**src/hdl/rts_pkg.sv**
```systemverilog
// shared widths, codes and types of the rssi trilateration solver
package rts_pkg;

  localparam int COORD_W = 16;
  localparam int RSSI_W  = 8;
  localparam int CFG_W   = 24;
  localparam int FRAC_W  = 16;
  localparam int IDX_W   = 8;

  // working widths, sized from the field ranges
  localparam int T_W     = CFG_W + RSSI_W + 1;
  localparam int D_W     = T_W - FRAC_W;
  localparam int D2_W    = 2 * D_W;
  localparam int SQ_W    = 2 * COORD_W;
  localparam int K_W     = SQ_W + 3;
  localparam int DF_W    = COORD_W + 1;
  localparam int P_W     = COORD_W + DF_W;
  localparam int DEN_W   = P_W + 3;
  localparam int DMAG_W  = DEN_W - 1;
  localparam int N_W     = K_W + DF_W;
  localparam int NMAG_W  = N_W - 1;
  localparam int POS_W   = 32;

  localparam logic [1:0] ST_OK    = 2'd0;
  localparam logic [1:0] ST_SKIP  = 2'd1;
  localparam logic [1:0] ST_DEGEN = 2'd2;
  localparam logic [1:0] ST_SAT   = 2'd3;

  localparam logic [IDX_W-1:0] REG_SLOPE  = IDX_W'(0);
  localparam logic [IDX_W-1:0] REG_OFFSET = IDX_W'(1);

  localparam logic signed [CFG_W-1:0] SLOPE_RESET  = -24'sd25743;
  localparam logic signed [CFG_W-1:0] OFFSET_RESET = -24'sd1043399;

  typedef struct packed {
    logic [NMAG_W-1:0] nmag_x;
    logic [NMAG_W-1:0] nmag_y;
    logic [DMAG_W-1:0] dmag_x;
    logic [DMAG_W-1:0] dmag_y;
    logic              neg_x;
    logic              neg_y;
    logic [1:0]        st;
  } front_t;

  typedef struct packed {
    logic [DMAG_W-1:0] rem;
    logic [NMAG_W-1:0] num;
    logic [NMAG_W-1:0] q;
    logic [DMAG_W-1:0] d;
  } lane_t;

  typedef struct packed {
    logic       neg_x;
    logic       neg_y;
    logic [1:0] st;
  } meta_t;

endpackage

```
**src/hdl/rts_div_cell.sv**
```systemverilog
// one restoring division step, registered toward the next cell
module rts_div_cell import rts_pkg::*; (
  input  logic  clk,
  input  logic  en,
  input  lane_t lane_i,
  output lane_t lane_o
);

  logic [DMAG_W:0] r2;
  logic [DMAG_W:0] diff;
  logic            ge;

  always_comb begin
    r2   = {lane_i.rem, lane_i.num[NMAG_W-1]};
    diff = r2 - {1'b0, lane_i.d};
    ge   = (r2 >= {1'b0, lane_i.d});
  end

  always_ff @(posedge clk) begin
    if (en) begin
      lane_o.rem <= ge ? diff[DMAG_W-1:0] : r2[DMAG_W-1:0];
      lane_o.num <= {lane_i.num[NMAG_W-2:0], 1'b0};
      lane_o.q   <= {lane_i.q[NMAG_W-2:0], ge};
      lane_o.d   <= lane_i.d;
    end
  end

endmodule

```
**config.mk**
```make
export PLATFORM = sky130hd
export DESIGN_NAME = rts_div_cell
export DESIGN_NICKNAME = d
export VERILOG_FILES = /design/src/hdl/rts_pkg.sv /design/src/hdl/rts_div_cell.sv
export SDC_FILE = /design/constraint.sdc
export NUM_CORES = 1
export LEC_CHECK = 0
export BUFFER_PORTS_ARGS = -buffer_cell sky130_fd_sc_hd__buf_2
export CORE_MARGIN = 3
export CORE_UTILIZATION = 40
export DETAILED_ROUTE_END_ITERATION = 7
export GPL_ROUTABILITY_DRIVEN = 0
export PLACE_DENSITY_LB_ADDON = 0.05
export SLEW_MARGIN = 10
export SYNTH_ARGS = -nofsm -noshare
export SYNTH_HDL_FRONTEND = slang
export SYNTH_SLANG_ARGS = --single-unit
```
**constraint.sdc**
```tcl
create_clock -name clk -period 3.75 [get_ports clk]
set_clock_uncertainty 0.2 [all_clocks]
set_input_delay 0.5625 -clock clk [delete_from_list [all_inputs] [get_ports clk]]
set_output_delay 0.5625 -clock clk [all_outputs]
set_load 0.005 [all_outputs]
```
==> results of run 1 <==
==> worst min-delay path by stage <==
stage	start	end	slack, ps
6_report	lane_i[46]	lane_o[47]$_DFFE_PP_	100
2_1_floorplan	lane_i[0]	lane_o[0]$_DFFE_PP_	460
3_3_place_gp	lane_i[69]	lane_o[70]$_DFFE_PP_	540
4_1_cts	lane_i[46]	lane_o[47]$_DFFE_PP_	80
5_1_grt	lane_i[112]	lane_o[113]$_DFFE_PP_	80
3_5_place_dp	lane_i[46]	lane_o[47]$_DFFE_PP_	540
==> power breakdown <==
| group | internal [mW] | switching, mW |
|---|---|---|
| combinational | 0.381 | 0.479 |
| clock | 0.890 | 0.812 |
| sequential | 2.32 | 0.0421 |
| total | 3.60 | 1.33 |
==> metal layers <==
layer  routed length [µm]  part of all wire [%]
met1                 8830                    39
met3                 1770                   7.9
met4                  606                   2.7
met5                   12                 0.054
met2                11200                    50
==> critical path: cells and delay by family <==
kind / cells / cell delay (ps)
buffers and inverters: 1 / 110
adder cells (fa/ha/maj): 2 / 640
AND/OR/NAND/NOR: 1 / 230
AO/OA/AOI/OAI: 7 / 1700
==> logic make-up after synthesis <==
logic type	Yosys count	synth area share, %
AOI/OAI and AO/OA	141	12.2
xor gates and xnor gates	28	3.18
adders and majority gates	36	5.93
buffers and inverters	56	3.02
DFF	171	66.5
muxes	4	0.567
other	1	0.0486
and+or+nand+nor	137	8.56
==> per-stage QoR <==
stage          setup slack, ps  std cells  cell area [µm²]
3_5_place_dp              40.0       1175             9820
6_report                   476       1209            10400
3_3_place_gp              84.1       1175             9820
5_1_grt                    307       1209            10400
2_1_floorplan              375        574             7720
4_1_cts                    485       1207            10400
==> area by class of cell <==
type,count,share of cell area (%)
well taps,260,3.13
flip-flops and latches,171,49.4
repair buffers,355,17.7
clock buffers,18,4.13
inverters,42,1.52
diodes,2,0.0481
multi-input cells,347,22.7
clock inverters,14,1.43
==> cells in the final DEF (no fill, tap or decap), types with 5 or more instances in the layout <==
cell / netlist / layout
buf_2: 3 / 342
inv_8: 0 / 5
xor2_1: 16 / 16
nand2b_1: 5 / 5
o21a_1: 6 / 6
buf_4: 5 / 10
a21o_1: 16 / 16
o21ai_1: 29 / 29
nand4_1: 7 / 7
nor2_1: 16 / 16
clkbuf_16: 0 / 17
ha_1: 35 / 35
xnor2_1: 12 / 12
o31ai_1: 8 / 8
and3_1: 11 / 11
edfxtp_1: 171 / 171
and2_1: 5 / 5
nor3_1: 7 / 7
nand2_1: 63 / 63
nor2b_1: 5 / 5
inv_1: 41 / 41
nand3_1: 8 / 8
o21ai_0: 16 / 16
a21oi_1: 32 / 32
==> summary.txt, run 1 <==
Worst Max-Slew Pin Slew = 743 ps
ANT nets after route = 0
Peak Freq = 305 MHz
Fill cell count = 1683
Largest net degree at the start of global routing = 106
Mapped cell area = 7720 µm²
Largest regs = lane_o x171
GR Layer Usage met3 = 6.78%
Top cell by count, worst path = a2111oi_4
Storage cell area = 5130 µm²
Area share of the largest cell type after synthesis = 66.5%
Final hold vios = 0
Max reg flops = 171
Final TNS setup = 0 ps
Grt total ovfl = 0
CP endpoint = lane_o[171]$_DFFE_PP_
Critical path's largest stage delay = 420 ps
Die area = 21000 µm²
Most frequent cell after synthesis = edfxtp_1
Worst hold margin = 101 ps
Slew margin rel. = 50.5%
Starting DRT DRC Count = 349
Multi-input logic area = 2360 µm²
CTS Root Cell = clkbuf_16
Critical-path top delay cell = fa_1
Critical Path AT = 3250 ps
Core Rows = 50
First-pass GRT wire length = 34.0 mm
Most flops, register = lane_o
CTS tree = yes
IO Pins = 346
CP cell instances = buf_2 > ha_1 > fa_1 > and2b_1 > o2111ai_1 > a2111oi_4 > o311ai_1 > a21o_1 > a2111oi_4 > o21a_2 > o31ai_2
Nets = 1144
Seq/Total Area, Yosys = 66.5%
Routed WL per cell = 18.5 µm
YS warnings = 0
Critical path peak fanout = 3
Core area = 18800 µm²
H-Tree Level Count = 4
Initial antenna violation count = 3
Netlist cell types = 57
Area leader, netlist = edfxtp_1
Crit path launch = lane_i[0]
Max Cap Viol = 0
Syn Inst Count = 574
Area Growth Syn to Fin = 34.8%
Kind of critical path = input port to flop
VDD IR-drop max = 309 µV
RSZ-0062 raised after global routing = no
WHS Path Cells = 1
Fin. max-slew vios = 0
Most common library cells after synthesis = edfxtp_1 (171), nand2_1 (63), inv_1 (41)
Min Tclk post-route = 3270 ps
Share of post-route cells with drive strength above 1 = 41.8%
# port buffers = 343
DR pass1 iterations = 5
Worst Hold Class = input port to flop
Final HPWL DP = 18.0 mm
#FFs+latches synth = 171
Vias per inst = 4.90
Leak pwr = 4.60 nW
Die extent in y = 145 µm
Crit. End Element = flop
WL final = 22.4 mm
Power Dens Cells = 474 nW/µm²
Synth async-reset ratio = 0%
Vias = 5925
Crit share post-route = 87.3%
Clock Path Buffers = 2
Syn nets = 784
Postcts setup bufs = 0
Tot GR Track Use = 20.9%
Crit start category = input port
CTS buffer count = 17
Synthesized area per cell = 13.4 µm²
Post-CTS sizing = 0
Vias in the first global route = 5864
Starting density of the core = 41.0%
EDFF count, synth = 171
Design Power = 4.93 mW
Grt met1 use = 24.3%
Global routing's busiest layer = met2
Area contributors post-synth = edfxtp_1 (67%), ha_1 (5.7%), nand2_1 (3.1%), a21oi_1 (2.1%), inv_1 (2.0%)
GRT met2 Usage = 35.8%
CTS clk-pin slew, worst paths = 70 ps
Die X = 145 µm
Status = finished clean
Final setup fails = 0
Req. time, crit path = 3730 ps
Layout Utilization = 55.2%
Clock sink count = 171
Post-synth top flop = edfxtp_1
Number of remaining DRC errors = 0
Hold buffer count at cts = 0
Power figures use the tool's default switching activity.
==> run 2, diff against run 1 <==
- CORE_AREA: unset -> 3 3 135 137
- CORE_MARGIN: 3 -> unset
- CORE_UTILIZATION: 40 -> unset
- DIE_AREA: unset -> 0 0 138 140
- SLEW_MARGIN: 10 -> 30
==> summary.txt, run 2 (same netlist as run 1, synthesis figures left out) <==
Status = finished clean (unchanged)
Leak pwr = 4.58 nW (was 4.60 nW)
Sw frac = 26.7% (was 27.0%)
Number of remaining DRC errors = 0 (unchanged)
Critical path's largest stage delay = 430 ps (was 420 ps)
Clock sink count = 171 (unchanged)
Postcts setup bufs = 0 (unchanged)
RSZ-0062 raised after global routing = no (unchanged)
ANT nets after route = 0 (unchanged)
Final TNS setup = 0 ps (unchanged)
Slew margin rel. = 54.7% (was 50.5%)
Final hold vios = 0 (unchanged)
Worst Max-Slew Pin Slew = 679 ps (was 743 ps)
Post-CTS sizing = 0 (unchanged)
Hold buffer count at cts = 0 (unchanged)
Worst Hold Class = input port to flop (unchanged)
Design Power = 4.89 mW (was 4.93 mW)
WL final = 21.7 mm (was 22.4 mm)
IO Pins = 346 (unchanged)
Critical path peak fanout = 4 (was 3)
Most common cell after layout, fill and taps aside = buf_2 (unchanged)
Most frequent cells in the layout = buf_2 (342), edfxtp_1 (171), nand2_1 (63) (unchanged)
Nets = 1142 (was 1144)
Internal power = 3.58 mW (was 3.60 mW)
Crit. End Element = flop (unchanged)
Core Rows = 48 (was 50)
CTS tree = yes (unchanged)
Initial antenna violation count = 7 (was 3)
Die area = 19300 µm² (was 21000 µm²)
Min Tclk post-route = 3250 ps (was 3270 ps)
Share of post-route cells with drive strength above 1 = 41.7% (was 41.8%)
Net Sw Power = 1.31 mW (was 1.33 mW)
CTS clk-pin slew, worst paths = 70 ps (about the same)
First-pass GRT wire length = 33.5 mm (was 34.0 mm)
Crit start category = input port (unchanged)
Clock Path Buffers = 2 (unchanged)
Starting density of the core = 44.9% (was 41.0%)
DR pass1 iterations = 5 (unchanged)
Gate power share = 17.4% (was 17.5%)
Area Growth Syn to Fin = 33.7% (was 34.8%)
Kind of critical path = input port to flop (unchanged)
Max Cap Viol = 0 (unchanged)
VDD IR-drop max = 329 µV (was 309 µV)
Crit path max-delay family = compound AO/OA/AOI/OAI gates (unchanged)
Most flops, register = lane_o (unchanged)
Vias = 5925 (unchanged)
Worst hold margin = 110 ps (was 101 ps)
Final setup fails = 0 (unchanged)
Die extent in y = 140 µm (was 145 µm)
Clk network pwr share = 34.2% (was 34.5%)
CP cell instances = buf_2 > inv_1 > ha_1 > fa_1 > and2b_1 > o2111ai_1 > a2111oi_4 > o311ai_1 > a21o_1 > a2111oi_4 > o21a_2 > o31ai_2 (was buf_2 > ha_1 > fa_1 > and2b_1 > o2111ai_1 > a2111oi_4 > o311ai_1 > a21o_1 > a2111oi_4 > o21a_2 > o31ai_2)
Sequential Power Share = 48.4% (was 48.0%)
WP buf/inv = 2 (was 1)
Largest net degree at the start of global routing = 72 (was 106)
Final HPWL DP = 17.4 mm (was 18.0 mm)
Req. time, crit path = 3720 ps (was 3730 ps)
Critical-path top delay cell = a2111oi_4 (was fa_1)
Vias in the first global route = 5967 (was 5864)
Crit share post-route = 86.7% (was 87.3%)
# port buffers = 343 (unchanged)
Starting DRT DRC Count = 329 (was 349)
Largest regs = lane_o x171 (unchanged)
CTS buffer count = 17 (unchanged)
Fin. max-slew vios = 0 (unchanged)
Routed WL per cell = 18.5 µm (about the same)
Max reg flops = 171 (unchanged)
Tot GR Track Use = 22.2% (was 20.9%)
Peak Freq = 308 MHz (was 305 MHz)
Top cell by count, worst path = a2111oi_4 (unchanged)
Critical Path AT = 3220 ps (was 3250 ps)
Vias per inst = 5.06 (was 4.90)
Grt total ovfl = 0 (unchanged)
Core area = 17200 µm² (was 18800 µm²)
H-Tree Level Count = 4 (unchanged)
CTS Root Cell = clkbuf_16 (unchanged)
Die X = 138 µm (was 145 µm)
Power Dens Cells = 474 nW/µm² (about the same)
[run 2: changes by cell type in the layout (fill, tap and decap cells not counted), sizes merged]
| cell | previous run | this run |
|---|---|---|
| buf | 355 | 353 |
| clkinv | 5 | 7 |
| inv | 50 | 48 |
[run 2: layout make-up]
type,instances,area [µm²]
multi-input cells,347,2360
flip-flops and latches,171,5130
clock inverters,14,135
inverters,42,158
fillers,1471,6860
repair buffers,353,1810
well taps,225,282
diodes,2,5.00
clock buffers,18,429
[run 2: path summary, 6_finish.rpt]
check	startpoint	to	slack [ps]	depth (start not counted)
hold / removal	lane_i[56]	lane_o[57]$_DFFE_PP_	110	1
setup / recovery	lane_i[136]	lane_o[171]$_DFFE_PP_	500	12
[run 2: through the flow]
step	instances	cell area [µm²]	utilization [%]	setup slack, ps
3_5_place_dp	1138	9750	56.7	63.7
5_1_grt	1172	10300	60.1	319
6_report	1172	10300	60.1	499
2_1_floorplan	574	7720	-	375
4_1_cts	1170	10300	60.0	498
3_3_place_gp	1138	9750	56.7	68.3
[run 2: layer usage]
metal | track usage (%) | share of wire, % | vias to the layer above | wire [µm]
li1 | - | - | 2884 | -
met4 | 8.01 | 2.3 | 10 | 488
met3 | 7.00 | 7.9 | 41 | 1700
met1 | 26.9 | 40 | 2759 | 8740
met5 | 0 | 0.31 | - | 68
met2 | 37.4 | 49 | 231 | 10700
[run 2: power groups by stage]
stage	clock [mW]	sequential, mW	combinational (mW)
finish	1.67	2.37	0.849
CTS	1.71	2.37	0.861
detailed placement	0	2.41	0.855
global route	1.79	2.38	0.941
global placement	0	2.41	0.843
floorplan	0	2.44	0.385
